[src/rtl/sdes_pkg.sv]
// shared tables and permutation functions for the s-des cipher unit
package sdes_pkg;

    localparam int unsigned KeyWidth   = 10;
    localparam int unsigned BlockWidth = 8;
    localparam int unsigned HalfWidth  = 4;

    typedef logic [KeyWidth-1:0]   key_t;
    typedef logic [BlockWidth-1:0] block_t;
    typedef logic [HalfWidth-1:0]  half_t;
    typedef logic [1:0]            sbox_val_t;

    typedef enum logic {
        CMD_ENCRYPT = 1'b0,
        CMD_DECRYPT = 1'b1
    } command_t;

    // bit positions, 1 is the msb
    localparam int unsigned TabP10 [10] = '{3, 5, 2, 7, 4, 10, 1, 9, 8, 6};
    localparam int unsigned TabP8 [8]   = '{6, 3, 7, 4, 8, 5, 10, 9};
    localparam int unsigned TabIp [8]   = '{2, 6, 3, 1, 4, 8, 5, 7};
    localparam int unsigned TabIpInv [8] = '{4, 1, 3, 5, 7, 2, 8, 6};
    localparam int unsigned TabEp [8]   = '{4, 1, 2, 3, 2, 3, 4, 1};
    localparam int unsigned TabP4 [4]   = '{2, 4, 3, 1};

    localparam sbox_val_t Sbox0 [4][4] = '{
        '{2'd1, 2'd0, 2'd3, 2'd2},
        '{2'd3, 2'd2, 2'd1, 2'd0},
        '{2'd0, 2'd2, 2'd1, 2'd3},
        '{2'd3, 2'd1, 2'd3, 2'd2}
    };
    localparam sbox_val_t Sbox1 [4][4] = '{
        '{2'd0, 2'd1, 2'd2, 2'd3},
        '{2'd2, 2'd0, 2'd1, 2'd3},
        '{2'd3, 2'd0, 2'd1, 2'd0},
        '{2'd2, 2'd1, 2'd0, 2'd3}
    };

    function automatic key_t perm_p10(input key_t v);
        key_t r;
        r = '0;
        for (int i = 0; i < 10; i++) begin
            r[4'(9 - i)] = v[4'(10 - TabP10[i])];
        end
        return r;
    endfunction

    function automatic block_t perm_p8(input key_t v);
        block_t r;
        r = '0;
        for (int i = 0; i < 8; i++) begin
            r[3'(7 - i)] = v[4'(10 - TabP8[i])];
        end
        return r;
    endfunction

    function automatic block_t perm_ip(input block_t v);
        block_t r;
        r = '0;
        for (int i = 0; i < 8; i++) begin
            r[3'(7 - i)] = v[3'(8 - TabIp[i])];
        end
        return r;
    endfunction

    function automatic block_t perm_ip_inv(input block_t v);
        block_t r;
        r = '0;
        for (int i = 0; i < 8; i++) begin
            r[3'(7 - i)] = v[3'(8 - TabIpInv[i])];
        end
        return r;
    endfunction

    function automatic block_t perm_ep(input half_t v);
        block_t r;
        r = '0;
        for (int i = 0; i < 8; i++) begin
            r[3'(7 - i)] = v[2'(4 - TabEp[i])];
        end
        return r;
    endfunction

    function automatic half_t perm_p4(input half_t v);
        half_t r;
        r = '0;
        for (int i = 0; i < 4; i++) begin
            r[2'(3 - i)] = v[2'(4 - TabP4[i])];
        end
        return r;
    endfunction

    // rotate each five-bit half left by one place
    function automatic key_t rotl1_halves(input key_t v);
        return {v[8:5], v[9], v[3:0], v[4]};
    endfunction

    // rotate each five-bit half left by three places
    function automatic key_t rotl3_halves(input key_t v);
        return {v[6:5], v[9:7], v[1:0], v[4:2]};
    endfunction

    function automatic half_t round_f(input half_t half, input block_t subkey);
        block_t    x;
        sbox_val_t s0;
        sbox_val_t s1;
        x  = perm_ep(half) ^ subkey;
        s0 = Sbox0[{x[7], x[4]}][x[6:5]];
        s1 = Sbox1[{x[3], x[0]}][x[2:1]];
        return perm_p4({s0, s1});
    endfunction

endpackage

[src/rtl/sdes_block_cipher_unit.sv]
// s-des block cipher unit: three-stage pipeline, one block per cycle unless m_ready stalls
//
//   channel  | ports                        | direction | item
//   ---------+------------------------------+-----------+---------------------------
//   s_       | s_valid s_ready s_command    | in        | command and 8-bit block
//            | s_data_in                    |           |
//   m_       | m_valid m_ready m_data_out   | out       | 8-bit result block
//   cfg_     | cfg_wr_en cfg_wr_data        | in        | 10-bit key, no handshake
//
// three register stages: an accepted item passes through the stage one, two
// and three registers to m_, and a new item is accepted each cycle unless
// m_ready stalls. stage one does ip, stage two round one and the swap, stage
// three round two and ip inverse, and the last stage is the output register.
// subkeys come straight from the key register. synchronous active-low reset
// clears the valid bits and the key. a stall on m_ready holds the stages;
// bubbles close up so s_ready only falls when all three stages hold items.
module sdes_block_cipher_unit
    import sdes_pkg::*;
(
    input  logic                  aclk,
    input  logic                  aresetn,

    input  logic                  cfg_wr_en,
    input  logic [KeyWidth-1:0]   cfg_wr_data,

    input  logic                  s_valid,
    output logic                  s_ready,
    input  logic                  s_command,
    input  logic [BlockWidth-1:0] s_data_in,

    output logic                  m_valid,
    input  logic                  m_ready,
    output logic [BlockWidth-1:0] m_data_out
);

    key_t     cipher_key_reg;
    key_t     k10;
    block_t   k1;
    block_t   k2;

    logic     st1_valid_reg;
    logic     st2_valid_reg;
    logic     st3_valid_reg;
    logic     adv1;
    logic     adv2;
    logic     adv3;

    command_t st1_cmd_reg;
    block_t   st1_data_reg;
    block_t   st1_data_next;

    command_t st2_cmd_reg;
    block_t   st2_data_reg;
    block_t   st2_data_next;
    block_t   st2_subkey;

    block_t   st3_data_reg;
    block_t   st3_data_next;
    block_t   st3_subkey;
    half_t    st3_left;

    // key schedule
    always_ff @(posedge aclk) begin
        if (!aresetn) begin
            cipher_key_reg <= '0;
        end else if (cfg_wr_en) begin
            cipher_key_reg <= cfg_wr_data;
        end
    end

    assign k10 = perm_p10(cipher_key_reg);
    assign k1  = perm_p8(rotl1_halves(k10));
    assign k2  = perm_p8(rotl3_halves(k10));

    // pipeline flow control
    assign adv3    = !st3_valid_reg || m_ready;
    assign adv2    = !st2_valid_reg || adv3;
    assign adv1    = !st1_valid_reg || adv2;
    assign s_ready = adv1;

    always_ff @(posedge aclk) begin
        if (!aresetn) begin
            st1_valid_reg <= 1'b0;
            st2_valid_reg <= 1'b0;
            st3_valid_reg <= 1'b0;
        end else begin
            if (adv1) begin
                st1_valid_reg <= s_valid;
            end
            if (adv2) begin
                st2_valid_reg <= st1_valid_reg;
            end
            if (adv3) begin
                st3_valid_reg <= st2_valid_reg;
            end
        end
    end

    // stage one: initial permutation
    assign st1_data_next = perm_ip(s_data_in);

    // stage two: round one then swap
    always_comb begin
        st2_subkey    = (st1_cmd_reg == CMD_DECRYPT) ? k2 : k1;
        st2_data_next = {st1_data_reg[3:0],
                         st1_data_reg[7:4] ^ round_f(st1_data_reg[3:0], st2_subkey)};
    end

    // stage three: round two then inverse permutation
    always_comb begin
        st3_subkey    = (st2_cmd_reg == CMD_DECRYPT) ? k1 : k2;
        st3_left      = st2_data_reg[7:4] ^ round_f(st2_data_reg[3:0], st3_subkey);
        st3_data_next = perm_ip_inv({st3_left, st2_data_reg[3:0]});
    end

    always_ff @(posedge aclk) begin
        if (adv1 && s_valid) begin
            st1_cmd_reg  <= command_t'(s_command);
            st1_data_reg <= st1_data_next;
        end
        if (adv2 && st1_valid_reg) begin
            st2_cmd_reg  <= st1_cmd_reg;
            st2_data_reg <= st2_data_next;
        end
        if (adv3 && st2_valid_reg) begin
            st3_data_reg <= st3_data_next;
        end
    end

    assign m_valid    = st3_valid_reg;
    assign m_data_out = st3_data_reg;

endmodule

[config.mk]
export PLATFORM = sky130hd
export DESIGN_NAME = sdes_block_cipher_unit
export DESIGN_NICKNAME = d
export VERILOG_FILES = /design/src/rtl/sdes_pkg.sv /design/src/rtl/sdes_block_cipher_unit.sv
export SDC_FILE = /design/constraint.sdc
export NUM_CORES = 1
export LEC_CHECK = 0
export BUFFER_PORTS_ARGS = -buffer_cell sky130_fd_sc_hd__buf_2
export CAP_MARGIN = 10
export CORE_MARGIN = 2
export CORE_UTILIZATION = 40
export DETAILED_ROUTE_END_ITERATION = 12
export PLACE_DENSITY_LB_ADDON = 0.1
export SLEW_MARGIN = 20
export SYNTH_ARGS = -nofsm -noshare
export SYNTH_HDL_FRONTEND = slang
export SYNTH_SLANG_ARGS = --single-unit
[constraint.sdc]
create_clock -name aclk -period 1.4 [get_ports aclk]
set_input_delay 0.28 -clock aclk [delete_from_list [all_inputs] [get_ports aclk]]
set_output_delay 0.28 -clock aclk [all_outputs]
set_load 0.01 [all_outputs]
==> metrics list, run 1 <==
* Switching Fraction: 0.222
- The worst setup path is captured at a register.
* Share of power burned in combinational logic: 0.126
* Pin count of the biggest net entering global routing: 11
* Number of CTS-inserted buffers: 3
- Fmax: 691 MHz
- Clock root buffer: sky130_fd_sc_hd__clkbuf_4
* Cells after synthesis: 59
- Setup repair after global routing could not meet its margin everywhere.
- Via count of the first global-routing pass: 385
* Number of flip-flops under the largest register name: 6
* I/O pins: 34
* Antenna diode count: 0
- The worst path in the final design needs a cycle of 1450 ps, including I/O delays and setup.
- Clock transition at path regs: 90 ps
- DIE WIDTH: 47.6 um
- Via/cell ratio: 4.32
* Count of input and output buffers: 19
- Detailed routing inserted a total of 462 vias.
- Max-cap violations in this run came to 0.
- Detailed-router iteration count before antenna repair: 2
- The die is 47.6 um tall.
- Of the total power, registers draw 0.615.
- For this run, the number of Yosys warnings is 0.
- In this run the tightest slew margin relative to its limit is 0.653.
- The worst setup path is of the register to register kind.
- Arrival time at the worst endpoint: 1600 ps
* Post-synth top area cell: sky130_fd_sc_hd__edfxtp_1
- Counting flops with an async set or reset pin after synthesis yields a share of 0.
- # H-tree levels: 1
- TritonCTS built the clock tree.
- The path class of the tightest hold or removal check is input pin to register.
- Relative contribution of the clock network to total power: 0.259
- Design internal power: 0.000768 W
- The slowest stage of the critical path is the sky130_fd_sc_hd__edfxtp_1 cell.
- Clk_lat worst skew: 280 ps
* Detail-routed net length per standard cell: 9.65 um
* Kind of launch point of the worst setup path: register
- The first global-routing pass estimated 1620 um of wire.
- Syn Std Cell Area: 762 um^2
* Worst Path Max Fanout: 3
- Hold violation count in the final report: 0
- DR DRC count: 0
* Top cells by area in the synthesized netlist: sky130_fd_sc_hd__edfxtp_1, sky130_fd_sc_hd__dfxtp_1, sky130_fd_sc_hd__mux2i_1
- Lkg Pwr: 0.387 nW
- Once detail routing completed, the nets flagged for antenna violations numbered 0.
- After floorplanning, the core was divided into 15 placement rows.
- Final critical-path share of the clock period: 1.03
- Worst voltage drop across the vdd grid: 0.451 mV
* Number of flops mapped to enable cells by yosys: 9
* Area growth syn-to-layout: 20.4%
- Max incr delay on CP: 450 ps
- The clock arrives with 2.31 ps of skew.
- No sink is reached through more buffers than the 2 on the longest clock path.
* Cts hold-fix bufs: 0
- The congestion estimate from routability-driven global placement came to 0.652.
* Setup violations, final: 1
- Each instance of the synthesized netlist takes up on average 12.9 um^2.
* Fraction of the yosys area taken by sequential cells: 0.591
- CTS saw 18 sinks.
- At the pin with the least slew margin, the transition time is 517 ps.
- Total gr overflow: 0
- Timing analysis after detailed placement gives a worst setup slack of -36.9 ps.
* Result of the run: finished with violations
- Starting density of the core: 0.432
- For this design the ratio of total power to cell area is 1080 nW/um^2.
- The analysis attributes to net switching a power of 0.000219 W.
- Violation count after the first detailed-routing iteration: 3
- Total GRT Usage: 0.111
* Wire length after detailed routing: 1030 um
- After layout, the worst setup slack is -46.9 ps.
- Main synth FF type: sky130_fd_sc_hd__edfxtp_1
* Final worst hold slack: 163 ps
* Number of distinct library cell variants in the gate-level netlist after synthesis: 19
- The die covers 2270 um^2.
* Synth top area share: 0.355
- CP cell instances: mux2i_1 > xnor2_1 > mux2_4 > o21ai_2
- The number of max-slew violations in the final report was 0.
- The synthesized design contains 18 register bits.
- Of the cells placed in the final design, the portion with a size suffix greater than 1 is 0.366.
- The number of antenna violations at the first check in global routing is 0.
- Most frequent cells after synthesis: sky130_fd_sc_hd__dfxtp_1, sky130_fd_sc_hd__edfxtp_1, sky130_fd_sc_hd__mux2i_1, sky130_fd_sc_hd__nor2b_1, sky130_fd_sc_hd__buf_4
- The core region is 1760 um^2.
* Failing checks: setup timing
- Worst path required time: 1550 ps
* Final #Nets: 107
==> cell usage in the layout (no fill, tap or decap), types with 2 or more instances in the layout <==
cell type                  instances
sky130_fd_sc_hd__clkbuf_4          3
sky130_fd_sc_hd__edfxtp_1          9
sky130_fd_sc_hd__conb_1            6
sky130_fd_sc_hd__buf_2            19
sky130_fd_sc_hd__a21boi_0          2
sky130_fd_sc_hd__xor2_1            2
sky130_fd_sc_hd__mux2i_1           8
sky130_fd_sc_hd__buf_4             2
sky130_fd_sc_hd__xnor2_1           2
sky130_fd_sc_hd__dfxtp_1           8
sky130_fd_sc_hd__nor2b_1           8
==> metrics by stage <==
stage	cells	cell area, um^2	total power, W	util	setup TNS [ps]
after floorplan	64	781	0.000712	-	0
after global placement	102	866	0.000736	0.491	-22.1
after detailed placement	102	866	0.000740	0.491	-36.9
after CTS	106	900	0.00100	0.510	-52.2
after global routing	107	917	0.00105	0.520	-118
final	107	917	0.000987	0.520	-46.9
==> final timing paths <==
kind	cells after the start	slack (ps)	startpoint	endpoint
worst min register to register	0	430	st2_data_reg[6]	m_data_out[2]
worst max-delay path	4	-50	st1_cmd_reg	st2_data_reg[1]
worst min-delay path	1	160	s_data_in[4]	st1_data_reg[3]
worst max register to register	4	-50	st1_cmd_reg	st2_data_reg[1]
==> cells by family (layout without fill, tap and decap cells) <==
group	Yosys count	after routing	synth area share
buffers and inverters	8	26	0.0690
AO/OA/AOI/OAI	7	7	0.0657
multiplexers	10	10	0.138
flip-flops	18	18	0.591
other	1	6	0.00492
AND/OR/NAND/NOR	11	11	0.0854
XOR/XNOR	4	4	0.0460
==> metal layers <==
metal  vias up  part of all wire  GRT usage
met2        19              0.44      0.146
met1       203              0.47      0.151
met5         -                 0          0
li1        238                 -          -
met4         0             0.012     0.0973
met3         2             0.076     0.0226
==> power by group through the flow <==
stage / logic [W] / registers [W] / clock network, W
global placement: 0.000118 / 0.000618 / 0
CTS: 0.000123 / 0.000607 / 0.000275
finish: 0.000124 / 0.000607 / 0.000256
floorplan: 0.0000956 / 0.000617 / 0
global route: 0.000140 / 0.000612 / 0.000295
detailed placement: 0.000121 / 0.000619 / 0
==> critical path, delay by kind of cell (launching register included) <==
family         cells  cell delay [ps]
flip-flops         1              450
multiplexers       2              490
AO/OA/AOI/OAI      1              100
XOR/XNOR           1              270
==> final cells by class <==
cell class | instances | area [um^2]
Inverter | 1 | 3.75
Tap cell | 25 | 31.3
Clock buffer | 4 | 26.3
Timing Repair Buffer | 21 | 110
Multi-Input combinational cell | 38 | 294
Fill cell | 173 | 847
Sequential cell | 18 | 452
==> timing repair <==
action                                  CTS  global route
buffers inserted                          0             1
gates resized for setup                   2             3
pin swaps                                 2             0
endpoints found under the setup margin    2             2
Note: power is estimated with default switching activity, not from simulation.
==> inputs of run 2 (changes only) <==
--- a/config.mk
+++ b/config.mk
@@ -11,6 +11,7 @@
 export CORE_UTILIZATION = 40
 export DETAILED_ROUTE_END_ITERATION = 12
 export PLACE_DENSITY_LB_ADDON = 0.1
+export SKIP_CTS_REPAIR_TIMING = 1
 export SLEW_MARGIN = 20
 export SYNTH_ARGS = -nofsm -noshare
 export SYNTH_HDL_FRONTEND = slang
==> run 2 against run 1 <==
Compared with the run above:
- cell count decreased by 0.93%
- count of clock-buffer cells in the layout unchanged
- combinational power about the same
- critical path type unchanged
- maximum frequency decreased by 0.10%
- worst setup slack got worse by 1.5 ps
- die area unchanged
- the run still ends with setup timing left
- non-clock buffer count decreased by 1
==> metrics list, run 2 (synthesis results as in run 1) <==
- Result of the run: finished with violations
- Failing checks: setup timing
- Row count: 15
- Last weighted congestion value of the routability-driven placer: 0.652
* Detailed route wirelength on metal3: 78 um
- At the pin with the least slew margin, the transition time is 518 ps.
- The number of hold-slack violations in the final timing report was 0.
- Clock tree from TritonCTS: yes
* Worst min path class: input pin to register
* R2r endpoint: st2_data_reg[1]
- Registers take 452 um^2.
- In the routed layout, each cell is associated on average with a via count of 4.27.
- Metal2 WL: 446 um
- Total GRT Usage: 0.108
* Wire length after detailed routing: 1030 um
- Post-Route Skew: 2.21 ps
- Number of flip-flops under the largest register name: 6
- Pin count of the biggest net entering global routing: 11
- Reg2Reg Depth: 4
- Total vias in the final route: 453
* # H-tree levels: 1
- Critical path endpoint category: register
* Area growth syn-to-layout: 20.2%
- Startpoint of the tightest hold check path: s_data_in[4]
- The library cell used most frequently in the layout, excluding fill and tap cells, is sky130_fd_sc_hd__buf_2.
* Number of max-slew violations in the final report: 0
- In this run the clock root is driven by a sky130_fd_sc_hd__clkbuf_4.
- Counting instances, the worst hold path has a depth of 1.
- Lkg Pwr: 0.386 nW
- The total overflow left after global routing is 0.
- Derived from the worst setup path, the maximum achievable clock frequency is 690 MHz.
- The clock reaches the later pin of the worst-skew pair after 280 ps.
- At the worst endpoint, the required time is 1550 ps.
- From bottom edge to top edge, the die measures 47.6 um.
- For this design the ratio of total power to cell area is 1080 nW/um^2.
* DR DRC count: 0
* Multi-input combinational cell area: 294 um^2
- Antenna diode count: 0
- Final critical-path share of the clock period: 1.03
- The die is 47.6 um wide.
- Detailed-router iteration count before antenna repair: 2
* Final worst slack: -48.3 ps
- Core area: 1760 um^2
* Count of fill cells added during filler insertion: 171
- During I/O placement, the number of pins put on the boundary was 34.
- Across all register-to-register paths, the minimum setup slack is -50 ps.
- Highest-count cells in the layout ignoring fill and taps: sky130_fd_sc_hd__buf_2, sky130_fd_sc_hd__edfxtp_1, sky130_fd_sc_hd__mux2i_1, sky130_fd_sc_hd__nor2b_1, sky130_fd_sc_hd__dfxtp_1
* Max-cap violations: 0
- For hold timing, the worst endpoint is st1_data_reg[3].
- Starting density of the core: 0.432
- The worst register-to-register path begins at st1_cmd_reg.
* Unrepaired setup endpoints after global routing: true
- Violation count after the first detailed-routing iteration: 3
- Worst relative slew slack: 0.653
- The number of antenna violations at the first check in global routing is 0.
* Setup violations, final: 1
- Via count of the first global-routing pass: 385
- Worst-case setup slack after placement: -36.9 ps
- Clock-pin slew was measured on the worst setup and hold paths at 90 ps.
- Counting the buffers created by CTS gives 3.
- Final worst hold slack: 163 ps
- STA puts the critical path data arrival time at 1600 ps.
- For this block, wires on met1 add up to 489 um.
- After detailed routing, the average wire length per cell comes to 9.69 um.
* CTS sink cnt: 18
- Post-layout instance area: 916 um^2
- In the final layout, the share of cells above drive strength 1 is 0.358.
* Shortest period the worst path allows: 1450 ps
- Uppermost layer routed: met4
* Count of input and output buffers: 19
- Wire length of the first global-routing pass: 1580 um
- Total die area: 2270 um^2
- STA classifies the critical path startpoint as a register.
* End-of-flow core utilization: 0.519
- Along the worst path, the maximum fanout reaches 3.
* Cell area after placement: 866 um^2
* Worst voltage drop across the vdd grid: 0.451 mV
* Critical path type: register to register
- For the final routed database, the setup TNS stands at -48.3 ps.
- Clock tree buffer depth: 2
* Number of nets with antenna violations after detailed routing: 0
- After the last flow step, the layout net total stands at 106.
-- run 2: cell type report --
| class | instances | share of cell area |
|---|---|---|
| clock buffers | 4 | 0.0287 |
| inverters | 1 | 0.00410 |
| multi-input cells | 38 | 0.321 |
| flip-flops and latches | 18 | 0.493 |
| well taps | 25 | 0.0342 |
| repair buffers | 20 | 0.119 |
-- run 2: report_power, final --
group,total [W],internal [W],switching (W)
clock,0.000256,0.000111,0.000145
combinational,0.000124,0.0000677,0.0000560
sequential,0.000607,0.000589,0.0000179
total,0.000987,0.000768,0.000219
-- run 2: worst max-delay path by stage --
stage / from / to / slack, ps / cells after the start
2_1_floorplan: st1_cmd_reg / st2_data_reg[1] / 20 / 4
3_3_place_gp: st1_cmd_reg / st2_data_reg[1] / -20 / 4
3_5_place_dp: st1_cmd_reg / st2_data_reg[1] / -40 / 4
4_1_cts: m_valid / s_ready / -150 / 3
5_1_grt: st1_cmd_reg / st2_data_reg[1] / -120 / 5
6_report: st1_cmd_reg / st2_data_reg[1] / -50 / 4
-- run 2: critical path, stage by stage, from the launching register on --
cell	delay, ps
sky130_fd_sc_hd__edfxtp_1	450
sky130_fd_sc_hd__mux2i_1	160
sky130_fd_sc_hd__xnor2_1	250
sky130_fd_sc_hd__mux2_4	330
sky130_fd_sc_hd__o21ai_2	120
-- run 2: stage by stage --
| stage | instances | total power [W] |
|---|---|---|
| floorplan | 64 | 0.000712 |
| global placement | 102 | 0.000736 |
| detailed placement | 102 | 0.000740 |
| CTS | 106 | 0.00100 |
| global route | 106 | 0.00105 |
| finish | 106 | 0.000987 |
-- run 2: metal layers --
layer / track usage / up-vias
met2: 0.146 / 19
met5: 0 / -
met4: 0.0973 / 0
li1: - / 236
met1: 0.144 / 196
met3: 0.0226 / 2
==> inputs of run 3 (changes only) <==
--- a/config.mk
+++ b/config.mk
@@ -5,12 +5,12 @@
 export SDC_FILE = /design/constraint.sdc
 export NUM_CORES = 1
 export LEC_CHECK = 0
-export BUFFER_PORTS_ARGS = -buffer_cell sky130_fd_sc_hd__buf_2
+export BUFFER_PORTS_ARGS = -buffer_cell sky130_fd_sc_hd__buf_4
 export CAP_MARGIN = 10
 export CORE_MARGIN = 2
 export CORE_UTILIZATION = 40
 export DETAILED_ROUTE_END_ITERATION = 12
-export PLACE_DENSITY_LB_ADDON = 0.1
+export PLACE_DENSITY = 0.72
 export SKIP_CTS_REPAIR_TIMING = 1
 export SLEW_MARGIN = 20
 export SYNTH_ARGS = -nofsm -noshare
==> run 3 against run 2 <==
Compared with the run above:
- global-route usage rose by 0.52 points
- largest cell class unchanged
- the run still ends with setup timing left
- worst setup slack got worse by 14 ps
- count of clock-buffer cells in the layout fell by 1
- critical path depth rose by 2
- maximum frequency fell by 0.99%
==> metrics list, run 3 (synthesis results as in run 1) <==
- Number of max-slew violations in the final report: 0
* Core area: 1760 um^2
- Max-cap violations in this run came to 0.
- Via count of the first global-routing pass: 440
* Number of flip-flops under the largest register name: 6
- Worst Path Max Fanout: 3
- Crit-path most repeated cell: sky130_fd_sc_hd__buf_4
* Max incr delay on CP: 450 ps
- Slowest-stage cell, CP: sky130_fd_sc_hd__edfxtp_1
- The worst setup path is captured at a register.
* Last weighted congestion value of the routability-driven placer: 0.678
- For this run, design rule violations remaining after detail routing come to 0.
* Fmax: 684 MHz
- Of the cells placed in the final design, the portion with a size suffix greater than 1 is 0.369.
* Post-layout instance area: 980 um^2
- Lkg Pwr: 0.417 nW
- Hold violation count in the final report: 0
- Worst min path class: input pin to register
- After detailed routing, the total wire length is 1090 um.
* Worst relative slew slack: 0.645
* CP delay by family, top: flip-flops
- Violation count after the first detailed-routing iteration: 2
- Power per cell area: 1040 nW/um^2
- Placed cell count: 103
* Total GRT Usage: 0.113
- End-of-flow core utilization: 0.555
- Data on the critical path arrives at its endpoint at 1520 ps.
- Chip Height: 47.6 um
- After layout, the worst setup slack is -62.8 ps.
- For this run, the post-layout net count is 109.
* Critical path type: register to register
- The finished layout holds 109 standard cells, fillers aside.
- Total gr overflow: 0
- The initial utilization of the core area, before any placement, comes to 0.432.
- The critical path goes through buf_4 > mux2i_1 > xor2_1 > buf_4 > o211ai_1 > o21ai_2.
- The library cell used most frequently in the layout, excluding fill and tap cells, is sky130_fd_sc_hd__buf_4.
* CTS sink cnt: 18
* Kind of launch point of the worst setup path: register
- Worst path required time: 1450 ps
- Entering global routing, the biggest net connects 11 pins.
- I/O pins: 34
- Setup repair after global routing could not meet its margin everywhere.
* Post-Route Skew: 0.855 ps
- Final critical-path share of the clock period: 1.04
- Total die area: 2270 um^2
- VDD sags by at most 0.721 mV.
* Failing checks: setup timing
* Total vias in the final route: 495
- The first global-routing pass estimated 1750 um of wire.
- The detail route stage leaves a number of antenna-violating nets equal to 0.
- The longest clock path from root to sink contains 2 buffers.
- Clock root buffer: sky130_fd_sc_hd__clkbuf_4
* Area growth syn-to-layout: 28.6%
- After clock tree synthesis, the clock-pin slew on the worst setup and hold paths is 100 ps.
* Clock tree from TritonCTS: yes
* Clk_lat worst skew: 290 ps
- Shortest period the worst path allows: 1460 ps
- After detailed routing, the average wire length per cell comes to 9.95 um.
- Detailed-router iteration count before antenna repair: 2
- CTS built an H-tree with a depth of 1.
- Antenna diode count: 0
- Together, buffers and inverters on the worst path number 2.
- In the routed layout, each cell is associated on average with a via count of 4.54.
- Buffers inserted during clock tree synthesis total 3.
- Row count: 15
- Slew at the pin closest to its max-slew limit: 530 ps
- Buffers placed on the I/O ports in this run total 19.
* Total negative slack for setup checks: -62.8 ps
- Setup violations, final: 1
- Highest-count cells in the layout ignoring fill and taps: sky130_fd_sc_hd__buf_4, sky130_fd_sc_hd__mux2i_1, sky130_fd_sc_hd__edfxtp_1, sky130_fd_sc_hd__nor2b_1, sky130_fd_sc_hd__dfxtp_1
- After legalization and detailed placement, the total HPWL measured 826 um.
- Timing analysis after detailed placement gives a worst setup slack of -33.2 ps.
* Result of the run: finished with violations
* Antenna violations before repair: 0
- Summing all placed instances gives a cell area of 921 um^2.
- DIE WIDTH: 47.6 um
[run 3: changes by cell type in the layout (fill, tap and decap cells not counted), sizes merged]
| cell | previous run | this run |
|---|---|---|
| buf | 20 | 23 |
| clkbuf | 4 | 3 |
| clkinv | 0 | 1 |
[run 3: worst register-to-register path, stage by stage, from the launching register on]
cell                       delay, ps
sky130_fd_sc_hd__edfxtp_1        450
sky130_fd_sc_hd__buf_4           170
sky130_fd_sc_hd__mux2i_1         120
sky130_fd_sc_hd__xor2_1          180
sky130_fd_sc_hd__buf_4           140
sky130_fd_sc_hd__o211ai_1        100
sky130_fd_sc_hd__o21ai_2          70
[run 3: metrics by stage]
stage	hold WS, ps	power (W)
floorplan	379	0.000712
global placement	402	0.000751
detailed placement	408	0.000756
CTS	157	0.00101
global route	150	0.00106
finish	156	0.00102
[run 3: worst paths after layout]
| check | startpoint | endpoint | slack, ps | cells past startpoint |
|---|---|---|---|---|
| max | st1_cmd_reg | st2_data_reg[1] | -60 | 6 |
| max reg2reg | st1_cmd_reg | st2_data_reg[1] | -60 | 6 |
| min reg2reg | st2_data_reg[6] | m_data_out[2] | 430 | 0 |
| min | s_data_in[3] | st1_data_reg[1] | 160 | 1 |
[run 3: layer usage]
metal / up-vias / share of wire / track usage
met5: - / 0 / 0
met1: 228 / 0.40 / 0.126
met3: 3 / 0.078 / 0.0264
li1: 243 / - / -
met2: 21 / 0.50 / 0.197
met4: 0 / 0.018 / 0.0649
[run 3: layout make-up]
type / instances / area (um^2)
Clock inverter: 1 / 3.75
Inverter: 1 / 3.75
Clock buffer: 3 / 22.5
Sequential cell: 18 / 452
Multi-Input combinational cell: 38 / 290
Timing Repair Buffer: 23 / 176
Tap cell: 25 / 31.3
Fill cell: 164 / 785
[run 3: power by group]
group	internal, W	switching, W
registers	0.000589	0.0000181
logic	0.0000897	0.0000587
clock network	0.000104	0.000156
